===== config.mk =====
export PLATFORM = sky130hd
export DESIGN_NAME = ejc_cfg
export DESIGN_NICKNAME = d
export VERILOG_FILES = /design/src/hw/rtl/eeprom_job_controller_unit_assert.svh /design/src/hw/rtl/ejc_pkg.sv /design/src/hw/rtl/ejc_cfg.sv
export SDC_FILE = /design/constraint.sdc
export NUM_CORES = 1
export LEC_CHECK = 0
export ABC_AREA = 1
export ABC_CLOCK_PERIOD_IN_PS = 2300
export BUFFER_PORTS_ARGS = -buffer_cell sky130_fd_sc_hd__buf_2
export CAP_MARGIN = 10
export CORE_MARGIN = 1
export CORE_UTILIZATION = 33
export CTS_CLUSTER_SIZE = 40
export DETAILED_ROUTE_END_ITERATION = 16
export GPL_ROUTABILITY_DRIVEN = 1
export PLACE_DENSITY_LB_ADDON = 0.05
export SYNTH_ARGS = -nofsm -noshare
export SYNTH_HDL_FRONTEND = slang
export SYNTH_SLANG_ARGS = --single-unit

===== constraint.sdc =====
create_clock -name clk -period 2.3 [get_ports clk]
set_clock_uncertainty 0.15 [all_clocks]
set_input_delay 0.23 -clock clk [delete_from_list [all_inputs] [get_ports clk]]
set_output_delay 0.23 -clock clk [all_outputs]
set_load 0.02 [all_outputs]

===== src/hw/rtl/eeprom_job_controller_unit_assert.svh =====
// Assertion macros for the EEPROM job controller.
// Used inside modules that have clk and arst_n in scope.
`ifndef EEPROM_JOB_CONTROLLER_UNIT_ASSERT_SVH
`define EEPROM_JOB_CONTROLLER_UNIT_ASSERT_SVH
// Same-cycle implication, disabled while reset is asserted.
`define EJC_ASSERT_IMP(lbl, ante, cons) \
	lbl: assert property (@(posedge clk) disable iff (!arst_n) (ante) |-> (cons)) \
		else $error("assertion failed");
// Next-cycle implication, disabled while reset is asserted.
`define EJC_ASSERT_NEXT(lbl, ante, cons) \
	lbl: assert property (@(posedge clk) disable iff (!arst_n) (ante) |=> (cons)) \
		else $error("assertion failed");
`endif


===== src/hw/rtl/ejc_pkg.sv =====
// Shared constants, codes and types of the EEPROM job controller.
// No dependencies; every other RTL file imports this package.
package ejc_pkg;

	localparam int STORE_DEPTH = 1024;
	localparam int ADDR_W      = $clog2(STORE_DEPTH);
	localparam int JA_W        = ADDR_W + 1;
	localparam int CMP_W       = 17;
	localparam int BURST_MAX   = 32;
	localparam int RB_W        = 6;
	localparam int MR_W        = 2;
	localparam int CMD_W       = 2;
	localparam int FADDR_W     = 10;
	localparam int LEN_W       = 11;
	localparam int DATA_W      = 8;
	localparam int S_TDATA_W   = 40;
	localparam int M_TDATA_W   = 24;
	localparam int APB_ADDR_W  = 3;
	localparam int APB_DATA_W  = 32;

	localparam logic [RB_W-1:0] RB_RESET = RB_W'(32);
	localparam logic [MR_W-1:0] MR_RESET = MR_W'(2);

	localparam logic REG_READ_BURST  = 1'b0;
	localparam logic REG_MAX_RETRIES = 1'b1;

	typedef enum logic [CMD_W-1:0] {
		CMD_READ  = 2'd0,
		CMD_WRITE = 2'd1,
		CMD_POLL  = 2'd2
	} cmd_t;

	typedef enum logic [1:0] {
		OP_NONE  = 2'd0,
		OP_READ  = 2'd1,
		OP_WRITE = 2'd2
	} op_t;

	typedef enum logic [1:0] {
		ST_IDLE = 2'd0,
		ST_BUSY = 2'd1,
		ST_OK   = 2'd2,
		ST_FAIL = 2'd3
	} jstat_t;

	typedef enum logic [3:0] {
		S_CLEAR,
		S_IDLE,
		S_DISPATCH,
		S_READ,
		S_VER_RD,
		S_VER,
		S_PROG_RD,
		S_PROG,
		S_EMIT
	} seq_state_t;

	typedef struct packed {
		logic [RB_W-1:0] read_burst;
		logic [MR_W-1:0] max_retries;
	} cfg_t;

	typedef struct packed {
		logic              we;
		logic [ADDR_W-1:0] waddr;
		logic [DATA_W-1:0] wdata;
		logic              re;
		logic [ADDR_W-1:0] raddr;
	} mem_req_t;

	typedef struct packed {
		logic [CMD_W-1:0]   cmd;
		logic [FADDR_W-1:0] address;
		logic [LEN_W-1:0]   length;
		logic [DATA_W-1:0]  data_byte;
		logic               write_done;
		logic [DATA_W-1:0]  fault_mask;
	} item_t;

endpackage


===== src/hw/rtl/ejc_cfg.sv =====
// Configuration registers of the EEPROM job controller behind an APB-style port.
// Depends on ejc_pkg.
module ejc_cfg (
	input  logic                             clk,
	input  logic                             arst_n,
	input  logic                             psel,
	input  logic                             penable,
	input  logic                             pwrite,
	input  logic [ejc_pkg::APB_ADDR_W-1:0]   paddr,
	input  logic [ejc_pkg::APB_DATA_W-1:0]   pwdata,
	output logic [ejc_pkg::APB_DATA_W-1:0]   prdata,
	output logic                             pready,
	output ejc_pkg::cfg_t                    cfg
);
	import ejc_pkg::*;

	logic            wr_en;
	logic            reg_sel;
	logic [RB_W-1:0] rb_q;
	logic [MR_W-1:0] mr_q;

	assign pready  = 1'b1;
	assign reg_sel = paddr[APB_ADDR_W-1];
	assign wr_en   = psel && penable && pwrite && pready;

	always_ff @(posedge clk or negedge arst_n) begin
		if (!arst_n) begin
			rb_q <= RB_RESET;
			mr_q <= MR_RESET;
		end else if (wr_en) begin
			unique case (reg_sel)
				REG_READ_BURST:  rb_q <= pwdata[RB_W-1:0];
				REG_MAX_RETRIES: mr_q <= pwdata[MR_W-1:0];
				default:         rb_q <= rb_q;
			endcase
		end
	end

	always_comb begin
		unique case (reg_sel)
			REG_READ_BURST:  prdata = {{(APB_DATA_W-RB_W){1'b0}}, rb_q};
			REG_MAX_RETRIES: prdata = {{(APB_DATA_W-MR_W){1'b0}}, mr_q};
			default:         prdata = '0;
		endcase
	end

	assign cfg.read_burst  = rb_q;
	assign cfg.max_retries = mr_q;

endmodule


After elaboration in Yosys (flattened, before gate mapping)
Index checks and enable logic that the tools add are counted.
{"block": "totals", "register_bits": 8, "word_cells": 8, "out_inout_bits": 41, "inputBits": 40}
{"block": "classes", "n_reduce_logical": 4, "n_mux": 1, "bitwise_logic": 1}
{"operator": "$pmux 32 s2", "n": 1}
{"operator": "$reduce_and 2->1", "n": 2}
{"operator": "$logic_and 1x1->1", "n": 2}
{"operator": "$not 1->1", "n": 1}

Depth between registers and ports, before layout
{"block": "depth", "word_depth": 3, "depth_mapped": 5, "depth_no_buf": 4}

Worst setup path before layout
Ideal clock, no wire load.
{"block": "synth_timing", "path_kind": "register to output", "from": "register rb_q[5]", "to": "output port prdata[5] in the netlist's numbering", "required_time_ps": 1920, "stages_incl_launch_ff": 3, "arrival_ps": 910, "n_path_buf": 0, "path_slack_ps": 1010, "cell_sequence": "dfstp_2 > inv_1 > nor2_1"}
{"block": "synth_between", "elab_chain_cells": 1}
{"element": "start: declaration", "line": "ejc_cfg.sv:19", "source": "logic [RB_W-1:0] rb_q;"}
{"element": "start signal: assignment", "line": "ejc_cfg.sv:32", "source": "REG_READ_BURST: rb_q <= pwdata[RB_W-1:0];"}
{"element": "start signal: assignment", "line": "ejc_cfg.sv:34", "source": "default: rb_q <= rb_q;"}
{"element": "$pmux 32 s2", "line": "ejc_cfg.sv:40", "source": "unique case (reg_sel)"}
{"element": "end: declaration", "line": "ejc_cfg.sv:11", "source": "output logic [ejc_pkg::APB_DATA_W-1:0] prdata,"}
No other way between the ends. The select of a mux whose other input is x is not followed.

Final worst setup path
Same ends and word-level chain as after synthesis.

==> impl_metrics.py <==
metrics = {
    "run_status": {
        "status": "finished, final reports clean",
    },
    "detailed_routing": {
        "drt_iter0_drc": 10,
        "drc": 0,
        "drtPass1Iterations": 4,
        "number_of_nets_with_antenna_violations_after_routing": 0,
        "routed_wl_mm": 1.13,
        "vias": 491,
        "drt-vias-per-instance": 3.69,
        "route.detailed.wl_per_inst_um": 8.50,
    },
    "setup_path": {
        "crit_path_start": "rb_q[5]",
        "setup.worst_path.end_class": "output pin",
        "timing.setup.critical_path_class": "reg -> out",
        "delay_of_the_slowest_critical_path_stage_ps": 530,
        "worst-r2r-setup-slack_ps": 1450,
        "reg2regPathDepth": 2,
        "cp-start-kind": "register",
        "critPathTopFamily": "flip-flops",
        "r2r-end": "mr_q[1]",
        "timing.critical_path.arrival_ps": 1080,
        "cp.buffers_inverters": 2,
        "maximum_fanout_encountered_on_the_critical_timing_path": 3,
        "worstPathCellList": "inv_1 > nor2_1 > buf_2",
        "regToRegStartpoint": "mr_q[1]",
        "critPathSlowestCell": "sky130_fd_sc_hd__dfstp_2",
        "required_ps": 1920,
        "cp.depth": 3,
    },
    "die": {
        "floorplan.die_area_sq_mm": 0.00205,
        "chipWidth_um": 45.3,
        "initial_core_util_pct": 35.4,
        "io_pins": 81,
        "core_area_sq_mm": 0.00175,
        "rows": 15,
        "chipHeight_um": 45.3,
    },
    "clocking": {
        "post-cts-setup-buffers": 0,
        "clk_pin_slew_worst_paths_ps": 50,
        "tritoncts": "done",
        "cts-buffers-inserted": 3,
        "cts-htree-levels": 1,
        "clk_path_buf_depth": 2,
        "root_buffer": "sky130_fd_sc_hd__clkbuf_4",
        "clock-sinks": 8,
        "clk-insertion-delay-late_ps": 250,
    },
    "sta": {
        "finalHoldViolations": 0,
        "setup_tns_ps": 0,
        "timing.fmax_mhz": 685,
        "timing.final.setup_violations": 0,
        "layout_worst_path_cycle_share_pct": 63.5,
        "rsz0062_at_grt": "no",
        "slew_viol_final": 0,
        "layout_min_cycle_time_ps": 1460,
    },
    "layout": {
        "register_area_sq_um": 203,
        "post_route_cells_drive_above_1_share_pct": 30.6,
        "final.fill_count": 209,
        "design.final.nets": 150,
        "multi_input_comb_area_sq_um": 273,
        "layout_commonest_cell": "sky130_fd_sc_hd__conb_1",
        "syn2layout_area_growth_pct": 11.1,
        "layout.cells.most_common_list": "27 x sky130_fd_sc_hd__conb_1, 25 x sky130_fd_sc_hd__buf_2, 23 x sky130_fd_sc_hd__nand2_1",
        "n_antenna_cell": 0,
    },
    "synthesis": {
        "post_synth_inst_count": 82,
        "avgSynthCellArea_sq_um": 7.54,
        "synth.yosys.seq_area_share_pct": 32.8,
        "ys_warn_count": 0,
        "ys_types": 13,
        "yosys_register_bits": 8,
        "syn-cell-area_sq_um": 618,
    },
    "grt": {
        "grt_antenna_before_repair": 0,
        "remaining_global_route_overflow": 0,
        "grt_util_all_layers_pct": 11.8,
        "grt_pass1_vias": 356,
        "grt_pass1_wl_mm": 1.70,
        "largest_net_degree_at_the_start_of_global_routing": 11,
    },
    "power": {
        "power_switching_w": 0.000209,
        "static_leakage_nw": 0.437,
        "seq_power_share_pct": 38.9,
        "sw_frac_of_total_pct": 42.2,
        "intPower_w": 0.000285,
        "part_of_the_total_power_dissipated_in_the_clock_network_pct": 22.0,
        "ir_worst_vdd_v": 0.000307,
        "power.combinational.fraction_pct": 39.1,
        "design_power_total_w": 0.000494,
        "pwr_density_cell_mw_per_mm2": 719,
    },
    "placed_design": {
        "routabilityCongestion": 0.630,
        "place_hpwl_um": 859,
        "io_buffer_count": 25,
    },
    "min_path": {
        "holdCritPathClass": "in -> reg",
        "hold_path.startpoint": "pwdata[5]",
        "worstHoldPathCells": 3,
        "holdPathEnd": "rb_q[5]",
    },
    "flow_run": {
        "cap_violations": 0,
    },
}
==> Yosys cell counts <==
cell type	count	area share, %
sky130_fd_sc_hd__nor2_4	1	1.8
sky130_fd_sc_hd__nand4_1	1	1.0
sky130_fd_sc_hd__inv_1	5	3.0
sky130_fd_sc_hd__nand4_2	1	2.0
sky130_fd_sc_hd__nand3_1	8	6.5
sky130_fd_sc_hd__conb_1	2	1.2
sky130_fd_sc_hd__buf_6	1	1.8
sky130_fd_sc_hd__dfstp_2	2	8.5
sky130_fd_sc_hd__nor2_1	4	2.4
sky130_fd_sc_hd__dfrtp_1	6	24
sky130_fd_sc_hd__buf_4	27	33
sky130_fd_sc_hd__inv_2	1	0.61
sky130_fd_sc_hd__nand2_1	23	14
==> layout make-up <==
class | instances | share of cell area (%)
Inverter | 6 | 3.28
Clock buffer | 3 | 3.28
Multi-Input combinational cell | 65 | 39.7
Timing Repair Buffer | 26 | 19.7
Sequential cell | 8 | 29.5
Tap cell | 25 | 4.55
==> through the flow <==
step | worst slack, ps | instance area, sq um | utilization (%) | instances | hold slack, ps
2_1_floorplan | 1010 | 712 | - | 107 | -216
3_3_place_gp | 1050 | 654 | 37.5 | 129 | -62.9
3_5_place_dp | 1050 | 654 | 37.5 | 129 | -63.3
4_1_cts | 838 | 687 | 39.4 | 133 | 37.7
5_1_grt | 771 | 687 | 39.4 | 133 | 42.8
6_report | 841 | 687 | 39.4 | 133 | 44.4
==> how the worst max path moves through the flow <==
stage	slack (ps)	to
after detailed placement	1050	prdata[0]
after global routing	770	prdata[5]
after floorplan	1010	prdata[5]
final	840	prdata[5]
after CTS	840	prdata[5]
after global placement	1050	rb_q[0]
==> state kept, by name, summed over array words and instances, names as in the netlist <==
register and flops:
rb_q 6, mr_q 2
==> tightest hold or removal path: cells and delay by family <==
family / cells / cell delay, ps
and+or+nand+nor: 2 / 110
buffers and inverters: 1 / 100
==> power by group through the flow <==
stage / registers (W) / clock network [W] / logic (W)
final: 0.000192 / 0.000109 / 0.000193
after global routing: 0.000197 / 0.000120 / 0.000213
after CTS: 0.000192 / 0.000114 / 0.000195
after detailed placement: 0.000194 / 0 / 0.000193
after global placement: 0.000194 / 0 / 0.000193
after floorplan: 0.000226 / 0 / 0.000136
==> cells by family after synthesis <==
kind of cell / after synthesis / share of synthesized area (%)
and+or+nand+nor: 38 / 27.7
other: 2 / 1.22
DFF: 8 / 32.8
buffers and inverters: 34 / 38.3
==> what timing repair did <==
action / in CTS / in global routing
resized for setup: 0 / 0
hold endpoints to repair: 8 / 0
hold buffers: 1 / 0
==> routing by layer <==
layer	GRT usage (%)	up-vias	wire, um
li1	-	249	-
met1	16.9	213	549
met2	16.8	29	520
met3	3.60	0	61
met4	3.64	0	0
met5	0	-	0
Note: power is estimated with default switching activity, not from simulation.
