File: src/hw/rtl/eeprom_job_controller_unit_assert.svh
// Assertion macros for the EEPROM job controller.
// Used inside modules that have clk and arst_n in scope.
`ifndef EEPROM_JOB_CONTROLLER_UNIT_ASSERT_SVH
`define EEPROM_JOB_CONTROLLER_UNIT_ASSERT_SVH
// Same-cycle implication, disabled while reset is asserted.
`define EJC_ASSERT_IMP(lbl, ante, cons) \
	lbl: assert property (@(posedge clk) disable iff (!arst_n) (ante) |-> (cons)) \
		else $error("assertion failed");
// Next-cycle implication, disabled while reset is asserted.
`define EJC_ASSERT_NEXT(lbl, ante, cons) \
	lbl: assert property (@(posedge clk) disable iff (!arst_n) (ante) |=> (cons)) \
		else $error("assertion failed");
`endif

File: src/hw/rtl/ejc_pkg.sv
// Shared constants, codes and types of the EEPROM job controller.
// No dependencies; every other RTL file imports this package.
package ejc_pkg;

	localparam int STORE_DEPTH = 1024;
	localparam int ADDR_W      = $clog2(STORE_DEPTH);
	localparam int JA_W        = ADDR_W + 1;
	localparam int CMP_W       = 17;
	localparam int BURST_MAX   = 32;
	localparam int RB_W        = 6;
	localparam int MR_W        = 2;
	localparam int CMD_W       = 2;
	localparam int FADDR_W     = 10;
	localparam int LEN_W       = 11;
	localparam int DATA_W      = 8;
	localparam int S_TDATA_W   = 40;
	localparam int M_TDATA_W   = 24;
	localparam int APB_ADDR_W  = 3;
	localparam int APB_DATA_W  = 32;

	localparam logic [RB_W-1:0] RB_RESET = RB_W'(32);
	localparam logic [MR_W-1:0] MR_RESET = MR_W'(2);

	localparam logic REG_READ_BURST  = 1'b0;
	localparam logic REG_MAX_RETRIES = 1'b1;

	typedef enum logic [CMD_W-1:0] {
		CMD_READ  = 2'd0,
		CMD_WRITE = 2'd1,
		CMD_POLL  = 2'd2
	} cmd_t;

	typedef enum logic [1:0] {
		OP_NONE  = 2'd0,
		OP_READ  = 2'd1,
		OP_WRITE = 2'd2
	} op_t;

	typedef enum logic [1:0] {
		ST_IDLE = 2'd0,
		ST_BUSY = 2'd1,
		ST_OK   = 2'd2,
		ST_FAIL = 2'd3
	} jstat_t;

	typedef enum logic [3:0] {
		S_CLEAR,
		S_IDLE,
		S_DISPATCH,
		S_READ,
		S_VER_RD,
		S_VER,
		S_PROG_RD,
		S_PROG,
		S_EMIT
	} seq_state_t;

	typedef struct packed {
		logic [RB_W-1:0] read_burst;
		logic [MR_W-1:0] max_retries;
	} cfg_t;

	typedef struct packed {
		logic              we;
		logic [ADDR_W-1:0] waddr;
		logic [DATA_W-1:0] wdata;
		logic              re;
		logic [ADDR_W-1:0] raddr;
	} mem_req_t;

	typedef struct packed {
		logic [CMD_W-1:0]   cmd;
		logic [FADDR_W-1:0] address;
		logic [LEN_W-1:0]   length;
		logic [DATA_W-1:0]  data_byte;
		logic               write_done;
		logic [DATA_W-1:0]  fault_mask;
	} item_t;

endpackage

File: src/hw/rtl/ejc_seq.sv
// Job sequencer of the EEPROM job controller: request decode, read bursts,
// compare, program and verify steps, and the result register. Depends on ejc_pkg.
module ejc_seq (
	input  logic                            clk,
	input  logic                            arst_n,
	input  logic                            s_tvalid,
	output logic                            s_tready,
	input  logic [ejc_pkg::S_TDATA_W-1:0]   s_tdata,
	input  logic [ejc_pkg::CMD_W-1:0]       s_tuser,
	output logic                            m_tvalid,
	input  logic                            m_tready,
	output logic [ejc_pkg::M_TDATA_W-1:0]   m_tdata,
	output logic [0:0]                      m_tuser,
	output logic                            m_tlast,
	input  ejc_pkg::cfg_t                   cfg,
	output ejc_pkg::mem_req_t               mem_req,
	input  logic [ejc_pkg::DATA_W-1:0]      rdata_s1
);
	import ejc_pkg::*;

	function automatic logic [FADDR_W-1:0] to_faddr(input logic [JA_W-1:0] a);
		logic [JA_W+FADDR_W-1:0] w;
		w = {{FADDR_W{1'b0}}, a};
		return w[FADDR_W-1:0];
	endfunction

	function automatic logic [JA_W-1:0] from_faddr(input logic [FADDR_W-1:0] a);
		logic [JA_W+FADDR_W-1:0] w;
		w = {{JA_W{1'b0}}, a};
		return w[JA_W-1:0];
	endfunction

	seq_state_t        state_q, state_d;
	item_t             item_q;
	op_t               op_q, op_d;
	jstat_t            status_q, status_d;
	logic [JA_W-1:0]   jaddr_q, jaddr_d;
	logic [LEN_W-1:0]  left_q, left_d;
	logic [MR_W-1:0]   retry_q, retry_d;
	logic [DATA_W-1:0] pend_q, pend_d;
	logic              skip_q, skip_d;
	logic              acc_q, acc_d;
	logic [RB_W-1:0]   burst_q, burst_d;
	logic [ADDR_W-1:0] clr_q, clr_d;

	logic               ov_q;
	logic               oacc_q;
	jstat_t             ost_q;
	logic               orv_q;
	logic [FADDR_W-1:0] oaddr_q;
	logic               olast_q;

	logic               out_load;
	logic               o_acc;
	jstat_t             o_st;
	logic               o_rv;
	logic [FADDR_W-1:0] o_addr;
	logic               o_last;

	logic              accept;
	logic              slot_free;
	logic              rd_free;
	logic              req_ok;
	logic [CMP_W-1:0]  req_end;
	logic [RB_W-1:0]   eff_burst;
	logic [JA_W-1:0]   jaddr_inc;
	logic [LEN_W-1:0]  left_dec;
	logic [ADDR_W-1:0] cur_idx;

	assign s_tready  = (state_q == S_IDLE);
	assign accept    = s_tvalid && s_tready;
	assign slot_free = !ov_q || m_tready;
	// The read register may be reused unless it still holds a byte awaiting delivery.
	assign rd_free   = !(ov_q && orv_q) || m_tready;
	assign req_end   = CMP_W'(item_q.address) + CMP_W'(item_q.length);
	assign req_ok    = (status_q != ST_BUSY) && (item_q.length != '0) &&
		(CMP_W'(item_q.address) < CMP_W'(STORE_DEPTH)) &&
		(req_end <= CMP_W'(STORE_DEPTH));
	assign eff_burst = (cfg.read_burst == '0) ? RB_W'(1) :
		(cfg.read_burst > RB_W'(BURST_MAX)) ? RB_W'(BURST_MAX) : cfg.read_burst;
	assign jaddr_inc = jaddr_q + JA_W'(1);
	assign left_dec  = left_q - LEN_W'(1);
	assign cur_idx   = jaddr_q[ADDR_W-1:0];

	always_ff @(posedge clk or negedge arst_n) begin
		if (!arst_n) begin
			state_q  <= S_CLEAR;
			op_q     <= OP_NONE;
			status_q <= ST_IDLE;
			jaddr_q  <= '0;
			left_q   <= '0;
			retry_q  <= '0;
			pend_q   <= '0;
			skip_q   <= 1'b0;
			acc_q    <= 1'b0;
			burst_q  <= '0;
			clr_q    <= '0;
			ov_q     <= 1'b0;
		end else begin
			state_q  <= state_d;
			op_q     <= op_d;
			status_q <= status_d;
			jaddr_q  <= jaddr_d;
			left_q   <= left_d;
			retry_q  <= retry_d;
			pend_q   <= pend_d;
			skip_q   <= skip_d;
			acc_q    <= acc_d;
			burst_q  <= burst_d;
			clr_q    <= clr_d;
			if (out_load) begin
				ov_q <= 1'b1;
			end else if (m_tready) begin
				ov_q <= 1'b0;
			end
		end
	end

	always_ff @(posedge clk) begin
		if (accept) begin
			item_q.cmd        <= s_tuser;
			item_q.address    <= s_tdata[9:0];
			item_q.length     <= s_tdata[20:10];
			item_q.data_byte  <= s_tdata[28:21];
			item_q.write_done <= s_tdata[29];
			item_q.fault_mask <= s_tdata[37:30];
		end
		if (out_load) begin
			oacc_q  <= o_acc;
			ost_q   <= o_st;
			orv_q   <= o_rv;
			oaddr_q <= o_addr;
			olast_q <= o_last;
		end
	end

	always_comb begin
		state_d  = state_q;
		op_d     = op_q;
		status_d = status_q;
		jaddr_d  = jaddr_q;
		left_d   = left_q;
		retry_d  = retry_q;
		pend_d   = pend_q;
		skip_d   = skip_q;
		acc_d    = acc_q;
		burst_d  = burst_q;
		clr_d    = clr_q;
		mem_req  = '0;
		out_load = 1'b0;
		o_acc    = acc_q;
		o_st     = status_q;
		o_rv     = 1'b0;
		o_addr   = to_faddr(jaddr_q);
		o_last   = 1'b1;

		unique case (state_q)
			S_CLEAR: begin
				mem_req.we    = 1'b1;
				mem_req.waddr = clr_q;
				mem_req.wdata = '1;
				clr_d         = clr_q + ADDR_W'(1);
				if (clr_q == ADDR_W'(STORE_DEPTH - 1)) begin
					state_d = S_IDLE;
				end
			end
			S_IDLE: begin
				if (accept) begin
					state_d = S_DISPATCH;
				end
			end
			S_DISPATCH: begin
				acc_d   = 1'b0;
				burst_d = eff_burst;
				if (item_q.cmd == CMD_READ || item_q.cmd == CMD_WRITE) begin
					if (req_ok) begin
						jaddr_d  = from_faddr(item_q.address);
						left_d   = item_q.length;
						status_d = ST_BUSY;
						acc_d    = 1'b1;
						if (item_q.cmd == CMD_READ) begin
							op_d    = OP_READ;
							state_d = S_READ;
						end else begin
							op_d    = OP_WRITE;
							retry_d = '0;
							pend_d  = item_q.data_byte;
							state_d = S_PROG_RD;
						end
					end else begin
						state_d = S_EMIT;
					end
				end else if (item_q.cmd == CMD_POLL && op_q == OP_READ) begin
					state_d = S_READ;
				end else if (item_q.cmd == CMD_POLL && op_q == OP_WRITE &&
						(item_q.write_done || skip_q)) begin
					skip_d  = 1'b0;
					state_d = S_VER_RD;
				end else begin
					state_d = S_EMIT;
				end
			end
			S_READ: begin
				if (slot_free) begin
					out_load = 1'b1;
					if (left_q != '0) begin
						mem_req.re    = 1'b1;
						mem_req.raddr = cur_idx;
						o_rv          = 1'b1;
						o_addr        = to_faddr(jaddr_inc);
						o_last        = (left_q == LEN_W'(1)) || (burst_q == RB_W'(1));
						jaddr_d       = jaddr_inc;
						left_d        = left_dec;
						burst_d       = burst_q - RB_W'(1);
						if (left_q == LEN_W'(1)) begin
							status_d = ST_OK;
							op_d     = OP_NONE;
							o_st     = ST_OK;
						end
						if (o_last) begin
							state_d = S_IDLE;
						end
					end else begin
						state_d = S_IDLE;
					end
				end
			end
			S_VER_RD: begin
				if (rd_free) begin
					mem_req.re    = 1'b1;
					mem_req.raddr = cur_idx;
					state_d       = S_VER;
				end
			end
			S_VER: begin
				if (rdata_s1 == pend_q) begin
					retry_d = '0;
					jaddr_d = jaddr_inc;
					left_d  = left_dec;
					if (left_dec != '0) begin
						pend_d  = item_q.data_byte;
						state_d = S_PROG_RD;
					end else begin
						status_d = ST_OK;
						op_d     = OP_NONE;
						state_d  = S_EMIT;
					end
				end else if (retry_q < cfg.max_retries) begin
					retry_d       = retry_q + MR_W'(1);
					mem_req.we    = 1'b1;
					mem_req.waddr = cur_idx;
					mem_req.wdata = pend_q ^ item_q.fault_mask;
					skip_d        = 1'b0;
					state_d       = S_EMIT;
				end else begin
					status_d = ST_FAIL;
					op_d     = OP_NONE;
					state_d  = S_EMIT;
				end
			end
			S_PROG_RD: begin
				if (rd_free) begin
					mem_req.re    = 1'b1;
					mem_req.raddr = cur_idx;
					state_d       = S_PROG;
				end
			end
			S_PROG: begin
				if (rdata_s1 != pend_q) begin
					mem_req.we    = 1'b1;
					mem_req.waddr = cur_idx;
					mem_req.wdata = pend_q ^ item_q.fault_mask;
					skip_d        = 1'b0;
				end else begin
					skip_d = 1'b1;
				end
				state_d = S_EMIT;
			end
			S_EMIT: begin
				if (slot_free) begin
					out_load = 1'b1;
					state_d  = S_IDLE;
				end
			end
			default: begin
				state_d = S_IDLE;
			end
		endcase
	end

	assign m_tvalid   = ov_q;
	assign m_tdata    = {3'b000, oaddr_q, (orv_q ? rdata_s1 : {DATA_W{1'b0}}), ost_q, oacc_q};
	assign m_tuser[0] = orv_q;
	assign m_tlast    = olast_q;

endmodule
File: config.mk
export PLATFORM = sky130hd
export DESIGN_NAME = ejc_seq
export DESIGN_NICKNAME = d
export VERILOG_FILES = /design/src/hw/rtl/eeprom_job_controller_unit_assert.svh /design/src/hw/rtl/ejc_pkg.sv /design/src/hw/rtl/ejc_seq.sv
export SDC_FILE = /design/constraint.sdc
export NUM_CORES = 1
export LEC_CHECK = 0
export BUFFER_PORTS_ARGS = -buffer_cell sky130_fd_sc_hd__buf_2
export CAP_MARGIN = 20
export CORE_MARGIN = 2
export CORE_UTILIZATION = 30
export DETAILED_ROUTE_END_ITERATION = 10
export PLACE_DENSITY = 0.57
export SYNTH_ARGS = -nofsm -noshare
export SYNTH_HDL_FRONTEND = slang
export SYNTH_SLANG_ARGS = --single-unit
File: constraint.sdc
create_clock -name clk -period 4.7 [get_ports clk]
set_input_delay 0.94 -clock clk [delete_from_list [all_inputs] [get_ports clk]]
set_output_delay 0.94 -clock clk [all_outputs]
set_load 0.05 [all_outputs]
# Yosys cells after proc, flatten, opt, wreduce, memory -nomap -nowiden
# Cells that the tools add are included.
# word_totals
latchBits	0
ram_bits	0
out_inout_bits	58
inputBits	62
reg_bits	114
rom_bits	0
n_memories	0
word_cells	201
# classes
muxes	91
reduce_logical	37
shift	0
n_div	0
multipliers	0
n_eq_ne	40
n_lt_le_gt_ge	3
addsub	6
bitwise_logic	1
# ops
cell	count
11-bit 2-to-1 mux	13
11-bit case mux with 3 select lines	2
19-bit 2-to-1 mux	3
19-bit case mux with 3 select lines	1
4-bit 2-to-1 mux	14
8-bit 2-to-1 mux	6
2-bit 2-to-1 mux	23
4-bit case mux with 9 select lines	1
2-bit inequality test (second input constant)	17
11-bit nonzero test	3
10-bit 2-to-1 mux	3
6-bit 2-to-1 mux	4
11-bit case mux with 2 select lines	1
6-bit AND reduction	3
4-bit by 3-bit equality test with 1-bit output (second input constant)	4
8-bit case mux with 2 select lines	1
1-bit 2-to-1 mux	13
10-bit by 11-bit adder with 12-bit output	1
12-bit by 11-bit less-or-equal comparator with 1-bit output (second input constant)	1
3-bit inequality test (second input constant)	4
2-bit case mux with 3 select lines	2
6-bit case mux with 2 select lines	1
11-bit by 1-bit adder with 11-bit output (second input constant)	1
11-bit by 1-bit equality test with 1-bit output (second input constant)	1
34 further kinds	55

# Depth between registers and ports, before layout
# logic_depth
word_depth	7
ltp_mapped	13
ltp_nobuf	11

# Worst setup path after synthesis
# Ideal clock, no wire load.
# synth_path
path_kind	in2reg
start	input port s_tvalid
end	register item_q[0] (netlist bit), enable pin
arrival_ps	4805
path_slack_ps	-642
path_stages	2
path_cell_list	inv_1 -> nor4_1
# synth_between
elab_chain_len	1
# synth_lines
item	line_no	text
start: declaration	ejc_seq.sv:6	input logic s_tvalid,
1-bit logical AND	ejc_seq.sv:71	assign accept = s_tvalid && s_tready;
net accept	ejc_seq.sv:60	logic accept;
end: declaration	ejc_seq.sv:34	item_t item_q;
# The timed path passes the listed nets, and every way through them passes these cells.
# A chain may end at the register's enable or synchronous reset.

==> results by group <==
Run status
  – Status: finished clean

Hold path
  – Worst min path class: flip-flop to flip-flop
  – Hold endpoint: oacc_q
  – Hold path depth: 0
  – Min-Delay Startpoint: acc_q

STA
  – RSZ-0062 raised after global routing: false
  – Slew Viols, Final: 0
  – Fmax: 0.244 GHz
  – Setup violators final: 0
  – Period utilization: 87.2%
  – TNS Setup: 0 ps
  – Max_slew headroom: 35.4%
  – Endpoints failing hold: 0
  – Clk_skew: 16.4 ps
  – Hold_ws: 460 ps
  – Worst-Margin Slew: a little under 1000 ps
  – Final min period: a little over 4000 ps

Die
  – Starting density of the core: 30.6%
  – I/O pins: 120
  – Chip width: 153 um
  – Rows: 54
  – Die Y: ~150 um
  – CORE AREA: about 0.022 mm^2
  – Total die area: 0.0234 mm^2

Synth
  – Synth Instances: roughly 650
  – Syn_area_per_cell: a little over 10 um^2
  – Async set-reset flop share out of synthesis: 51.3%
  – Unique masters post-synth: 81
  – Post-synth EDFFs: 55
  – Leading area contributor after synthesis: edfxtp_1
  – Mapped cell area: 0.00665 mm^2
  – Area share of the largest cell type after synthesis: between 20% and 30%
  – Register bit total from synthesis: 113
  – Sequential element share of the synthesized area: 46.7%
  – Top FF cell, synth: dfrtp_1
  – Yosys warning count: 0
  – Top post-synthesis cells by area: edfxtp_1 (25%), dfrtp_1 (22%), xnor2_1 (3.8%)

Worst setup path
  – Flop2flop setup slack: 1000 ps
  – Worst reg2reg startpoint: left_q[0]
  – Worst EP arrival: 3160 ps
  – Setup crit end kind: output port
  – Crit Path Class: flip-flop to output port
  – R2R cell count: 13
  – Maximum fanout along the worst path: 9
  – Worst R2R End: left_q[1]
  – Crit path from: left_q[0]
  – Startpoint Class: flip-flop
  – Required time worst endpoint: around 3800 ps

Clock network
  – Clock root cell: clkbuf_16
  – Post-cts sizing count: 0
  – Hold_buf cts: 0
  – Clk sink count: 113
  – Post-CTS Setup Bufs: 0
  – CTS tree: built
  – Later-pin clock latency in the skew report: approximately 430 ps
  – Max Buffers Root-to-Sink: 2
  – Htree depth: 4
  – Reg clk slew, reported paths: roughly 60 ps
  – Total CTS buffers: 17

Cells and area
  – Ant diodes: 0
  – Fin util: 37.3%
  – Multi-input logic area: 0.00333 mm^2
  – Layout fillers: 2218
  – Layout cells sized above 1: 24.7%
  – P&R area growth vs syn: 22.2%
  – Nets: between 800 and 900
  – Register area: 0.00310 mm^2

GRT
  – Final global-route overflow total: 0
  – Antenna violations before repair: 0
  – Total track usage: 16.0%
  – First-pass GRT wire length: 29.6 mm
  – Vias in the first global route: 5334
  – Largest net degree at the start of global routing: 53

Drt
  – DRC violations left: 0
  – Vias: about 5600
  – Drt pass-1 iters: 5
  – Final WL: 18.3 mm
  – Post-route ant nets: 0
  – DR vias/cell: 5.27
  – Avg WL per Cell: around 17 um
  – DRT iter0 DRCs: around 420

Pwr
  – Leakage: 3.28 nW
  – Pwr/cell area: 706 mW/mm^2
  – Maximum vdd drop: 0.337 mV

Placement
  – Gp weighted congestion: 0.871
  – IO buf count: about 110
  – Hpwl dp: 13.1 mm

Flow run
  – Max Cap Viol: 0
## cell usage in the layout, fill, tap and decap left out, types with 7 or more instances in the layout
cell,n
buf_2,114
dfrtp_1,58
nand2_1,56
edfxtp_1,55
a21oi_1,40
o21ai_0,36
nor2_1,32
xnor2_1,29
nor3_1,22
nand3_1,21
o2bb2ai_1,21
ha_1,19
inv_1,18
and2_1,18
clkbuf_16,17
o221ai_1,12
o211ai_1,11
buf_4,11
and3_1,10
a22o_1,9
or3_1,8
nor4_1,8
mux2_4,8
nand2b_1,7
## report_power, final
group,internal (mW),switching [mW],leakage (nW)
sequential,1.42,0.427,1.23
combinational,0.915,1.69,1.78
clock,0.784,0.499,0.276
total,3.12,2.62,3.28
## cell type report
cell class / instances / share of cell area (%)
Timing Repair Buffer: 126 / 8.38
Clock inverter: 15 / 1.99
Clock buffer: 17 / 5.24
Tap cell: 280 / 4.31
Inverter: 19 / 0.878
Sequential cell: 113 / 38.2
Multi-Input combinational cell: 484 / 41.0
## kinds of logic (layout without fill, tap and decap cells)
kind of cell | after synthesis | count (layout) | synth area share (%)
compound gates | 189 | 189 | 20.5
simple gates | 226 | 226 | 18.2
xor+xnor | 35 | 35 | 4.61
flops | 113 | 113 | 46.7
other cells | 1 | 3 | 0.0564
fa+ha+maj | 20 | 20 | 3.88
buf+inv | 57 | 177 | 3.84
mux | 11 | 11 | 2.28
## routing by layer
layer / vias to the layer above / global-route usage (%) / wire (um)
met5: - / 0 / 0
met1: 2651 / 22.5 / 8580
li1: 2686 / - / -
met2: 185 / 24.0 / 8290
met4: 0 / 6.70 / 462
met3: 30 / 3.18 / 942
## synthesized netlist by cell type, types with 3 or more instances
master and number:
xnor2_1 29, edfxtp_1 55, clkbuf_1 27, a41oi_1 3
xor2_1 6, a21oi_1 40, o2bb2ai_1 21, inv_1 18
a21o_1 3, and2_1 18, nor3_1 22, nand2b_1 7
nor4_1 10, buf_2 3, o22ai_1 3, a31oi_1 5
ha_1 19, o21ai_0 36, o211ai_1 11, a22o_1 9
nand3_1 21, o221ai_1 12, o21ai_1 3, and3_1 10
or2_2 5, a32oi_1 6, or4_1 5, nor2b_1 6
mux2_4 8, buf_4 4, o2111ai_1 3, nand2_1 56
nor3b_1 5, buf_6 3, nand4_1 6, dfrtp_1 58
nor2_1 33, or3_1 8
## registers in the layout, indices dropped and copies added (netlist names), 2 cells and up
register  count
status_q      2
clr_q        10
jaddr_q      10
item_q       40
retry_q       2
op_q          2
left_q       11
state_q       4
oaddr_q      10
ost_q         2
pend_q        8
burst_q       6
## how the worst max path moves through the flow
stage | cells past startpoint | to | slack [ps]
detailed placement | 8 | mem_req[27] | 850
CTS | 9 | mem_req[5] | 590
floorplan | 7 | mem_req[11] | 750
global route | 9 | mem_req[5] | 380
global placement | 8 | mem_req[27] | 840
finish | 9 | mem_req[5] | 600
## critical path, cell delays in order, from the launching register on
cell and delay (ps):
dfrtp_1 450, inv_1 100, ha_1 300, or3b_1 480, nor4_2 430, inv_1 130, nand2_2 200, nand2_1 200
and2_1 220, buf_2 210
## through the flow
step           instance area [um^2]  worst slack, ps  power, mW  cells
2_1_floorplan                  6660              752       3.77    654
3_3_place_gp                   7510              844       4.42   1021
3_5_place_dp                   7510              854       4.44   1021
4_1_cts                        8100              591       5.74   1053
5_1_grt                        8130              385       6.11   1054
6_report                       8130              601       5.74   1054
(Power assumes the default switching activity.)
